===== config.mk =====
export PLATFORM = sky130hd
export DESIGN_NAME = rgb_to_hsv_convert_flat
export DESIGN_NICKNAME = d
export VERILOG_FILES = /design/src/rtl/rhc_pkg.sv /design/src/rtl/rhc_rgb_if.sv /design/src/rtl/rhc_hsv_if.sv /design/src/rtl/rgb_to_hsv_convert.sv /design/src/rtl/rhc_front.sv /design/src/rtl/rhc_div_pipe.sv /design/src/rtl/rhc_out_buf.sv /design/src/flat_wrapper.sv
export VERILOG_INCLUDE_DIRS = /design/src /design/src/rtl
export SDC_FILE = /design/constraint.sdc
export NUM_CORES = 2
export LEC_CHECK = 0
export BUFFER_PORTS_ARGS = -buffer_cell sky130_fd_sc_hd__buf_2
export CAP_MARGIN = 20
export CORE_MARGIN = 1
export CORE_UTILIZATION = 35
export DETAILED_ROUTE_END_ITERATION = 16
export HOLD_SLACK_MARGIN = 0.03
export SYNTH_ARGS = -nofsm -noshare
export SYNTH_HDL_FRONTEND = slang
export SYNTH_SLANG_ARGS = --single-unit

===== constraint.sdc =====
create_clock -name clk -period 75.8 [get_ports clk]
set_input_delay 15.16 -clock clk [delete_from_list [all_inputs] [get_ports clk]]
set_output_delay 15.16 -clock clk [all_outputs]
set_load 0.005 [all_outputs]

===== src/rtl/rgb_to_hsv_convert_macros.svh =====
// Assertion helpers for the colour converter. Both expect clk and rst_n in scope.
`ifndef RGB_TO_HSV_CONVERT_MACROS_SVH
`define RGB_TO_HSV_CONVERT_MACROS_SVH

`ifndef SYNTHESIS
`define RHC_ASSERT(lbl, prop) \
  lbl: assert property (@(posedge clk) disable iff (!rst_n) prop) \
    else $error("rgb_to_hsv_convert: property check failed");
`define RHC_NEVER(lbl, expr) \
  lbl: assert property (@(posedge clk) disable iff (!rst_n) !(expr)) \
    else $error("rgb_to_hsv_convert: forbidden condition seen");
`else
`define RHC_ASSERT(lbl, prop)
`define RHC_NEVER(lbl, expr)
`endif

`endif


===== src/rtl/rhc_pkg.sv =====
package rhc_pkg;

  localparam int COMPONENT_BITS = 12;
  localparam int HUE_BITS       = 12;
  // hue numerator and six times delta both stay below 6 * 2^COMPONENT_BITS
  localparam int NUM_BITS       = COMPONENT_BITS + 3;
  localparam int DIV_STAGES     = (HUE_BITS > COMPONENT_BITS) ? HUE_BITS : COMPONENT_BITS;

  typedef logic [COMPONENT_BITS-1:0] comp_t;
  typedef logic [HUE_BITS-1:0]       hue_t;
  typedef logic [NUM_BITS-1:0]       num_t;

  typedef enum logic [2:0] {
    MAX_RED   = 3'b001,
    MAX_GREEN = 3'b010,
    MAX_BLUE  = 3'b100
  } max_sel_t;

  typedef struct packed {
    comp_t    red;
    comp_t    green;
    comp_t    blue;
    comp_t    mx;
    comp_t    mn;
    max_sel_t sel;
  } front_t;

  typedef struct packed {
    num_t  rem_h;
    num_t  sixd;
    hue_t  q_h;
    comp_t rem_s;
    comp_t low_s;
    comp_t q_s;
    comp_t mx;
    logic  grey;
  } div_stage_t;

  typedef struct packed {
    hue_t  hue;
    comp_t sat;
    comp_t bri;
  } hsv_t;

endpackage


===== src/rtl/rhc_rgb_if.sv =====
interface rhc_rgb_if;
  import rhc_pkg::*;

  logic  valid;
  logic  ready;
  comp_t red_in;
  comp_t green_in;
  comp_t blue_in;

  modport source(output valid, output red_in, output green_in, output blue_in, input ready);
  modport sink(input valid, input red_in, input green_in, input blue_in, output ready);
endinterface


===== src/rtl/rhc_hsv_if.sv =====
interface rhc_hsv_if;
  import rhc_pkg::*;

  logic  valid;
  logic  ready;
  hue_t  hue_out;
  comp_t saturation_out;
  comp_t brightness_out;

  modport source(output valid, output hue_out, output saturation_out,
                 output brightness_out, input ready);
  modport sink(input valid, input hue_out, input saturation_out,
               input brightness_out, output ready);
endinterface


===== src/rtl/rgb_to_hsv_convert.sv =====
// channel   direction  fields
// in_ch     sink       red_in, green_in, blue_in      (12 bits each)
// out_ch    source     hue_out, saturation_out, brightness_out
//
// One pixel a cycle while the skid register is empty; a front end, then
// DIV_STAGES divider stages (DIV_STAGES = 12, one quotient bit of each divider
// per stage), then one output register before the presented result.
// Synchronous active-low reset clears the valid bits only, the skid flag included.
// A stalled output parks one word in a skid register; in_ch.ready is that
// register's empty flag, so the whole pipeline holds until it drains.
`include "rgb_to_hsv_convert_macros.svh"

module rgb_to_hsv_convert (
  input logic       clk,
  input logic       rst_n,
  rhc_rgb_if.sink   in_ch,
  rhc_hsv_if.source out_ch
);
  import rhc_pkg::*;

  logic       en;
  logic       front_valid;
  div_stage_t front_stage;
  logic       div_valid;
  hsv_t       div_data;

  assign in_ch.ready = en;

  rhc_front u_front (
    .clk       (clk),
    .rst_n     (rst_n),
    .en        (en),
    .in_valid  (in_ch.valid),
    .red       (in_ch.red_in),
    .green     (in_ch.green_in),
    .blue      (in_ch.blue_in),
    .out_valid (front_valid),
    .out_stage (front_stage)
  );

  rhc_div_pipe u_div (
    .clk       (clk),
    .rst_n     (rst_n),
    .en        (en),
    .in_valid  (front_valid),
    .in_stage  (front_stage),
    .out_valid (div_valid),
    .out_data  (div_data)
  );

  rhc_out_buf u_out (
    .clk        (clk),
    .rst_n      (rst_n),
    .push_valid (div_valid & en),
    .push_data  (div_data),
    .push_ready (en),
    .out_ch     (out_ch)
  );

  // a black pixel is grey
  `RHC_ASSERT(a_black_is_grey, out_ch.valid && out_ch.brightness_out == '0 |-> out_ch.hue_out == '0 && out_ch.saturation_out == '0)
  // a held skid word implies a presented result
  `RHC_NEVER(a_skid_needs_out, !in_ch.ready && !out_ch.valid)
  // the input side stalls only after the output side refused a word
  `RHC_ASSERT(a_stall_cause, $fell(in_ch.ready) |-> $past(out_ch.valid && !out_ch.ready))

endmodule


===== src/rtl/rhc_front.sv =====
module rhc_front (
  input  logic                clk,
  input  logic                rst_n,
  input  logic                en,
  input  logic                in_valid,
  input  rhc_pkg::comp_t      red,
  input  rhc_pkg::comp_t      green,
  input  rhc_pkg::comp_t      blue,
  output logic                out_valid,
  output rhc_pkg::div_stage_t out_stage
);
  import rhc_pkg::*;

  localparam int WW = NUM_BITS + 1;

  front_t     s1_nxt, s1_r;
  logic       v1_r;
  div_stage_t s2_nxt, s2_r;
  logic       v2_r;

  comp_t                   d;
  num_t                    sixd;
  comp_t                   op_a, op_b;
  num_t                    base;
  logic [COMPONENT_BITS:0] diff;
  logic [WW-1:0]           diff_w, wrap_w, n_w;
  logic [2*COMPONENT_BITS-1:0] satnum;

  // stage 1: largest, smallest and which component wins
  always_comb begin
    s1_nxt.red   = red;
    s1_nxt.green = green;
    s1_nxt.blue  = blue;
    priority if (red >= green && red >= blue) begin
      s1_nxt.sel = MAX_RED;
    end else if (green >= blue) begin
      s1_nxt.sel = MAX_GREEN;
    end else begin
      s1_nxt.sel = MAX_BLUE;
    end
    unique case (s1_nxt.sel)
      MAX_RED:   s1_nxt.mx = red;
      MAX_GREEN: s1_nxt.mx = green;
      MAX_BLUE:  s1_nxt.mx = blue;
      default:   s1_nxt.mx = red;
    endcase
    if (red <= green) begin
      s1_nxt.mn = (red <= blue) ? red : blue;
    end else begin
      s1_nxt.mn = (green <= blue) ? green : blue;
    end
  end

  // stage 2: delta, hue numerator folded into [0, 6d), saturation dividend
  always_comb begin
    d    = s1_r.mx - s1_r.mn;
    sixd = NUM_BITS'({d, 2'b00}) + NUM_BITS'({d, 1'b0});
    unique case (s1_r.sel)
      MAX_RED: begin
        op_a = s1_r.green;
        op_b = s1_r.blue;
        base = '0;
      end
      MAX_GREEN: begin
        op_a = s1_r.blue;
        op_b = s1_r.red;
        base = NUM_BITS'({d, 1'b0});
      end
      MAX_BLUE: begin
        op_a = s1_r.red;
        op_b = s1_r.green;
        base = NUM_BITS'({d, 2'b00});
      end
      default: begin
        op_a = s1_r.green;
        op_b = s1_r.blue;
        base = '0;
      end
    endcase
    diff   = {1'b0, op_a} - {1'b0, op_b};
    diff_w = {{(WW-COMPONENT_BITS-1){diff[COMPONENT_BITS]}}, diff};
    // only the red sector can go negative: wrap it by one full turn
    wrap_w = (s1_r.sel == MAX_RED && diff[COMPONENT_BITS]) ? WW'(sixd) : '0;
    n_w    = WW'(base) + diff_w + wrap_w;
    // delta * (2^C - 1)
    satnum = {d, {COMPONENT_BITS{1'b0}}} - {{COMPONENT_BITS{1'b0}}, d};

    s2_nxt.rem_h = n_w[NUM_BITS-1:0];
    s2_nxt.sixd  = sixd;
    s2_nxt.q_h   = '0;
    s2_nxt.rem_s = satnum[2*COMPONENT_BITS-1:COMPONENT_BITS];
    s2_nxt.low_s = satnum[COMPONENT_BITS-1:0];
    s2_nxt.q_s   = '0;
    s2_nxt.mx    = s1_r.mx;
    s2_nxt.grey  = (d == '0);
  end

  always_ff @(posedge clk) begin
    if (!rst_n) begin
      v1_r <= 1'b0;
      v2_r <= 1'b0;
    end else if (en) begin
      v1_r <= in_valid;
      v2_r <= v1_r;
    end
  end

  always_ff @(posedge clk) begin
    if (en) begin
      s1_r <= s1_nxt;
      s2_r <= s2_nxt;
    end
  end

  assign out_valid = v2_r;
  assign out_stage = s2_r;

endmodule


===== src/rtl/rhc_div_pipe.sv =====
module rhc_div_pipe (
  input  logic                clk,
  input  logic                rst_n,
  input  logic                en,
  input  logic                in_valid,
  input  rhc_pkg::div_stage_t in_stage,
  output logic                out_valid,
  output rhc_pkg::hsv_t       out_data
);
  import rhc_pkg::*;

  div_stage_t stg_r [DIV_STAGES];
  logic       v_r   [DIV_STAGES];
  div_stage_t last;

  // one restoring step of each division per stage, quotient bits MSB first
  for (genvar i = 0; i < DIV_STAGES; i++) begin : g_step
    div_stage_t            cur, nxt;
    logic                  cur_v;
    logic [NUM_BITS:0]     t_h;
    logic [COMPONENT_BITS:0] t_s;

    if (i == 0) begin : g_first
      assign cur   = in_stage;
      assign cur_v = in_valid;
    end else begin : g_next
      assign cur   = stg_r[i-1];
      assign cur_v = v_r[i-1];
    end

    always_comb begin
      nxt = cur;
      t_h = {cur.rem_h, 1'b0};
      t_s = {cur.rem_s, cur.low_s[COMPONENT_BITS-1]};
      if (i < HUE_BITS) begin
        if (t_h >= {1'b0, cur.sixd}) begin
          nxt.rem_h = NUM_BITS'(t_h - {1'b0, cur.sixd});
          nxt.q_h   = {cur.q_h[HUE_BITS-2:0], 1'b1};
        end else begin
          nxt.rem_h = t_h[NUM_BITS-1:0];
          nxt.q_h   = {cur.q_h[HUE_BITS-2:0], 1'b0};
        end
      end
      if (i < COMPONENT_BITS) begin
        nxt.low_s = {cur.low_s[COMPONENT_BITS-2:0], 1'b0};
        if (t_s >= {1'b0, cur.mx}) begin
          nxt.rem_s = COMPONENT_BITS'(t_s - {1'b0, cur.mx});
          nxt.q_s   = {cur.q_s[COMPONENT_BITS-2:0], 1'b1};
        end else begin
          nxt.rem_s = t_s[COMPONENT_BITS-1:0];
          nxt.q_s   = {cur.q_s[COMPONENT_BITS-2:0], 1'b0};
        end
      end
    end

    always_ff @(posedge clk) begin
      if (!rst_n) begin
        v_r[i] <= 1'b0;
      end else if (en) begin
        v_r[i] <= cur_v;
      end
    end

    always_ff @(posedge clk) begin
      if (en) begin
        stg_r[i] <= nxt;
      end
    end
  end

  assign last      = stg_r[DIV_STAGES-1];
  assign out_valid = v_r[DIV_STAGES-1];

  // grey pixels divide by zero: force hue and saturation to zero
  always_comb begin
    out_data.hue = last.grey ? '0 : last.q_h;
    out_data.sat = last.grey ? '0 : last.q_s;
    out_data.bri = last.mx;
  end

endmodule


===== src/rtl/rhc_out_buf.sv =====
module rhc_out_buf (
  input  logic            clk,
  input  logic            rst_n,
  input  logic            push_valid,
  input  rhc_pkg::hsv_t   push_data,
  output logic            push_ready,
  rhc_hsv_if.source       out_ch
);
  import rhc_pkg::*;

  hsv_t out_r, skid_r;
  logic out_valid_r, skid_valid_r;

  assign push_ready = !skid_valid_r;

  always_ff @(posedge clk) begin
    if (!rst_n) begin
      out_valid_r  <= 1'b0;
      skid_valid_r <= 1'b0;
    end else if (!skid_valid_r) begin
      if (!out_valid_r || out_ch.ready) begin
        out_valid_r <= push_valid;
      end else if (push_valid) begin
        skid_valid_r <= 1'b1;
      end
    end else if (out_ch.ready) begin
      // drain the skid word into the output register
      skid_valid_r <= 1'b0;
    end
  end

  always_ff @(posedge clk) begin
    if (!skid_valid_r) begin
      if (!out_valid_r || out_ch.ready) begin
        out_r <= push_data;
      end else begin
        skid_r <= push_data;
      end
    end else if (out_ch.ready) begin
      out_r <= skid_r;
    end
  end

  assign out_ch.valid          = out_valid_r;
  assign out_ch.hue_out        = out_r.hue;
  assign out_ch.saturation_out = out_r.sat;
  assign out_ch.brightness_out = out_r.bri;

endmodule

===== src/flat_wrapper.sv =====
// flat-port wrapper written by rule: the top's interface ports become plain ports
module rgb_to_hsv_convert_flat import rhc_pkg::*;
  (clk, rst_n, in_ch_valid, in_ch_red_in, in_ch_green_in, in_ch_blue_in, in_ch_ready, out_ch_valid, out_ch_hue_out, out_ch_saturation_out, out_ch_brightness_out, out_ch_ready);
  rhc_rgb_if in_ch_i ();
  rhc_hsv_if out_ch_i ();
  input logic clk;
  input logic rst_n;
  input wire logic [$bits(in_ch_i.valid)-1:0] in_ch_valid;
  input wire logic [$bits(in_ch_i.red_in)-1:0] in_ch_red_in;
  input wire logic [$bits(in_ch_i.green_in)-1:0] in_ch_green_in;
  input wire logic [$bits(in_ch_i.blue_in)-1:0] in_ch_blue_in;
  output wire logic [$bits(in_ch_i.ready)-1:0] in_ch_ready;
  output wire logic [$bits(out_ch_i.valid)-1:0] out_ch_valid;
  output wire logic [$bits(out_ch_i.hue_out)-1:0] out_ch_hue_out;
  output wire logic [$bits(out_ch_i.saturation_out)-1:0] out_ch_saturation_out;
  output wire logic [$bits(out_ch_i.brightness_out)-1:0] out_ch_brightness_out;
  input wire logic [$bits(out_ch_i.ready)-1:0] out_ch_ready;
  assign in_ch_i.valid = in_ch_valid;
  assign in_ch_i.red_in = in_ch_red_in;
  assign in_ch_i.green_in = in_ch_green_in;
  assign in_ch_i.blue_in = in_ch_blue_in;
  assign in_ch_ready = in_ch_i.ready;
  assign out_ch_valid = out_ch_i.valid;
  assign out_ch_hue_out = out_ch_i.hue_out;
  assign out_ch_saturation_out = out_ch_i.saturation_out;
  assign out_ch_brightness_out = out_ch_i.brightness_out;
  assign out_ch_i.ready = out_ch_ready;
  rgb_to_hsv_convert u_core (.clk(clk), .rst_n(rst_n), .in_ch(in_ch_i), .out_ch(out_ch_i));
endmodule

==> key figures <==
Run status
  • Status: finished clean

Clock network
  • Clock transition at the registers of the reported paths: ~0.060 ns
  • # hold bufs at CTS: 0
  • CTS sink count: 1012
  • CTS max path bufs: 3
  • CTS root buf: clkbuf_16
  • Clk_lat worst skew: a little over 0.7 ns
  • Htree depth: 3
  • CTS buffer count: roughly 110
  • Post-CTS Setup Inserts: 0
  • Resize count post-CTS: 0
  • CTS tree: yes

Detailed routing
  • Post-route DRC: 0
  • Routed length per placed instance: ~15 um
  • Routed vias: about 31000
  • Routed wire length: 94320 um
  • Iter 0 DRT Violations: between 1000 and 1500
  • Via density: approximately 4.8
  • Drt pass-1 iters: 5
  • Routed Antenna Nets: 0

GRT
  • Number of global-route vias before repair: about 31000
  • Grt total ovfl: 0
  • First-pass GRT wire length: about 150000 um
  • All-Layer GR Usage: 0.1226
  • Largest net degree at the start of global routing: about 200
  • Initial antenna violation count: 0

Die
  • Die area: 152400 sq um
  • Die Y: a little under 400 um
  • Area of the core: around 150000 sq um
  • I/O pin count: between 70 and 80
  • # rows: roughly 140
  • Initial Utilization: 0.3524
  • Die Wd: between 300 and 400 um

Logic synthesis
  • Async SR Flop Fraction: 0
  • Syn avg cell area: approximately 12 sq um
  • Yosys reg bits: between 1000 and 1500
  • Synthesized area: between 50000 and 60000 sq um
  • Synth Area in XOR/XNOR: 0.04255
  • Distinct cell type count after synthesis: a little over 80
  • Area fraction in compound gates after synthesis: 0.1031
  • Post-synthesis sequential area ratio: 0.5747
  • YS warnings: 0
  • Top cells by area, synth: edfxtp_1, ha_1, inv_1
  • Leading area contributor after synthesis: edfxtp_1
  • Adder-Cell Fraction of Synth Area: 0.1101
  • Post-Synth Simple-Gate Area: 0.08180
  • Most used DFF post-synth: edfxtp_1
  • Post-synth top area share: 0.5728
  • Cells after synthesis: 4235
  • Largest family of logic cells by synthesized area: adder cells
  • Mux share of post-synthesis cell area: 0.04356
  • Number of synthesized flops with an enable pin: 1007
  • Syn_nets: about 4700

Timing
  • Tightest Pin Transition: approximately 1.2 ns
  • Final Skew: roughly 0.030 ns
  • Minimum clock period: approximately 17 ns
  • RSZ-0062 raised after global routing: no
  • Max transition margin: 0.1875
  • Max-slew violations: 0
  • Fin. Hold Viols: 0
  • Final worst-path cycle share: 0.2263
  • Setup_tns: 0 ns
  • Achievable frequency: about 0.058 GHz
  • Final Setup Violations: 0

Worst setup path
  • Data required time of the worst path: approximately 76 ns
  • CP Launch Type: input pin
  • Critical Path Fanout Max: 12
  • CP endpoint kind: flip-flop
  • Crit path kind: in -> reg
  • Arr. time, crit path: 17.59 ns

Min path
  • Worst Hold Class: reg -> reg

Finish
  • Area delta synth->final: 12.57%
  • Fin nets: roughly 4900
  • Layout cells sized above 1: 0.1105
  • Most common cell after layout, fill and taps aside: edfxtp_1
  • Diodes inserted: 0
  • Most frequent cells in the layout: edfxtp_1, inv_1, ha_1, nand2_1, nor2_1

Placement
  • DPL Wire Length: between 60000 and 70000 um
  • Final Wtd Congestion: ~0.84
  • Port bufs: 77

Job
  • Max cap viols: 0
## kinds of logic (layout without fill, tap and decap cells)
kind of cell / after synthesis / after routing
fa+ha+maj: 441 / 441
flops: 1012 / 1012
mux: 209 / 209
xor+xnor: 253 / 253
compound gates: 838 / 838
buf+inv: 606 / 849
simple gates: 876 / 876
## flip-flops by register name (all words and copies together), names as in the netlist, 12 cells and up
signal / cells
u_core.u_out.out_ch.brightness_out: 12
u_core.u_out.skid_r: 36
u_core.u_div.v_r: 12
u_core.u_front.s1_r: 63
u_core.u_out.out_ch.hue_out: 12
u_core.u_div.stg_r: 797
u_core.u_front.out_stage: 64
u_core.u_out.out_ch.saturation_out: 12
## metrics by stage
step / instances / hold slack, ns / area (sq um) / setup slack, ns / utilization
after floorplan: 4235 / 0.4003 / 52790 / 35.18 / -
after global placement: 6290 / 0.4015 / 55680 / 57.89 / 0.3718
after detailed placement: 6294 / 0.4045 / 55710 / 57.87 / 0.3720
after CTS: 6490 / 0.4048 / 59390 / 58.60 / 0.3965
after global routing: 6494 / 0.4123 / 59420 / 58.49 / 0.3968
final: 6494 / 0.4058 / 59420 / 58.65 / 0.3968
## synthesized netlist by cell type, types with 64 or more instances
| cell | n |
|---|---|
| edfxtp_1 | 1007 |
| inv_1 | 539 |
| ha_1 | 402 |
| nand2_1 | 234 |
| nor2_1 | 223 |
| o21ai_0 | 200 |
| a21oi_1 | 198 |
| mux2_2 | 166 |
| xnor2_1 | 146 |
| a21o_1 | 137 |
| xor2_1 | 104 |
| nor2b_1 | 97 |
| nand4_1 | 64 |
## routing by layer
layer,global-route usage,vias to the layer above,part of all wire
met5,0,-,0
met4,0.04442,0,0.033
met3,0.02259,178,0.031
met2,0.2268,436,0.51
met1,0.1395,14640,0.43
li1,-,15720,-
## path summary, 6_finish.rpt
check | start | endpoint | slack [ns] | depth (start not counted)
hold / removal | u_core.u_div.stg_r[0][228] | u_core.u_div.stg_r[0][319] | 0.41 | 0
setup reg to reg | u_core.u_front.s1_r[2] | u_core.u_front.out_stage[90] | 68.73 | 30
setup / recovery | in_ch_blue_in[1] | u_core.u_front.s1_r[13] | 58.65 | 12
hold reg to reg | u_core.u_div.stg_r[0][228] | u_core.u_div.stg_r[0][319] | 0.41 | 0
## layout make-up
type                    count  area [sq um]
fillers                 13930         90350
flip-flops and latches   1012         30340
multi-input cells        2617         20180
clock buffers             122          2713
well taps                2016          2522
inverters                 541          2041
clock inverters            74         963.4
repair buffers            112         668.1
## worst max-delay path: stages
cell and delay, ns:
buf_2 0.13, inv_1 0.08, ha_1 0.30, nor2b_1 0.13, o21a_1 0.16, o21a_1 0.18, o21ai_0 0.21, o211ai_1 0.18
o31a_1 0.15, nand2b_1 0.50, o22ai_1 0.34, nor2_1 0.06
Power is left out: the tool's default activity adds up to more than one toggle a clock period on the data nets, which glitch-free logic cannot reach.
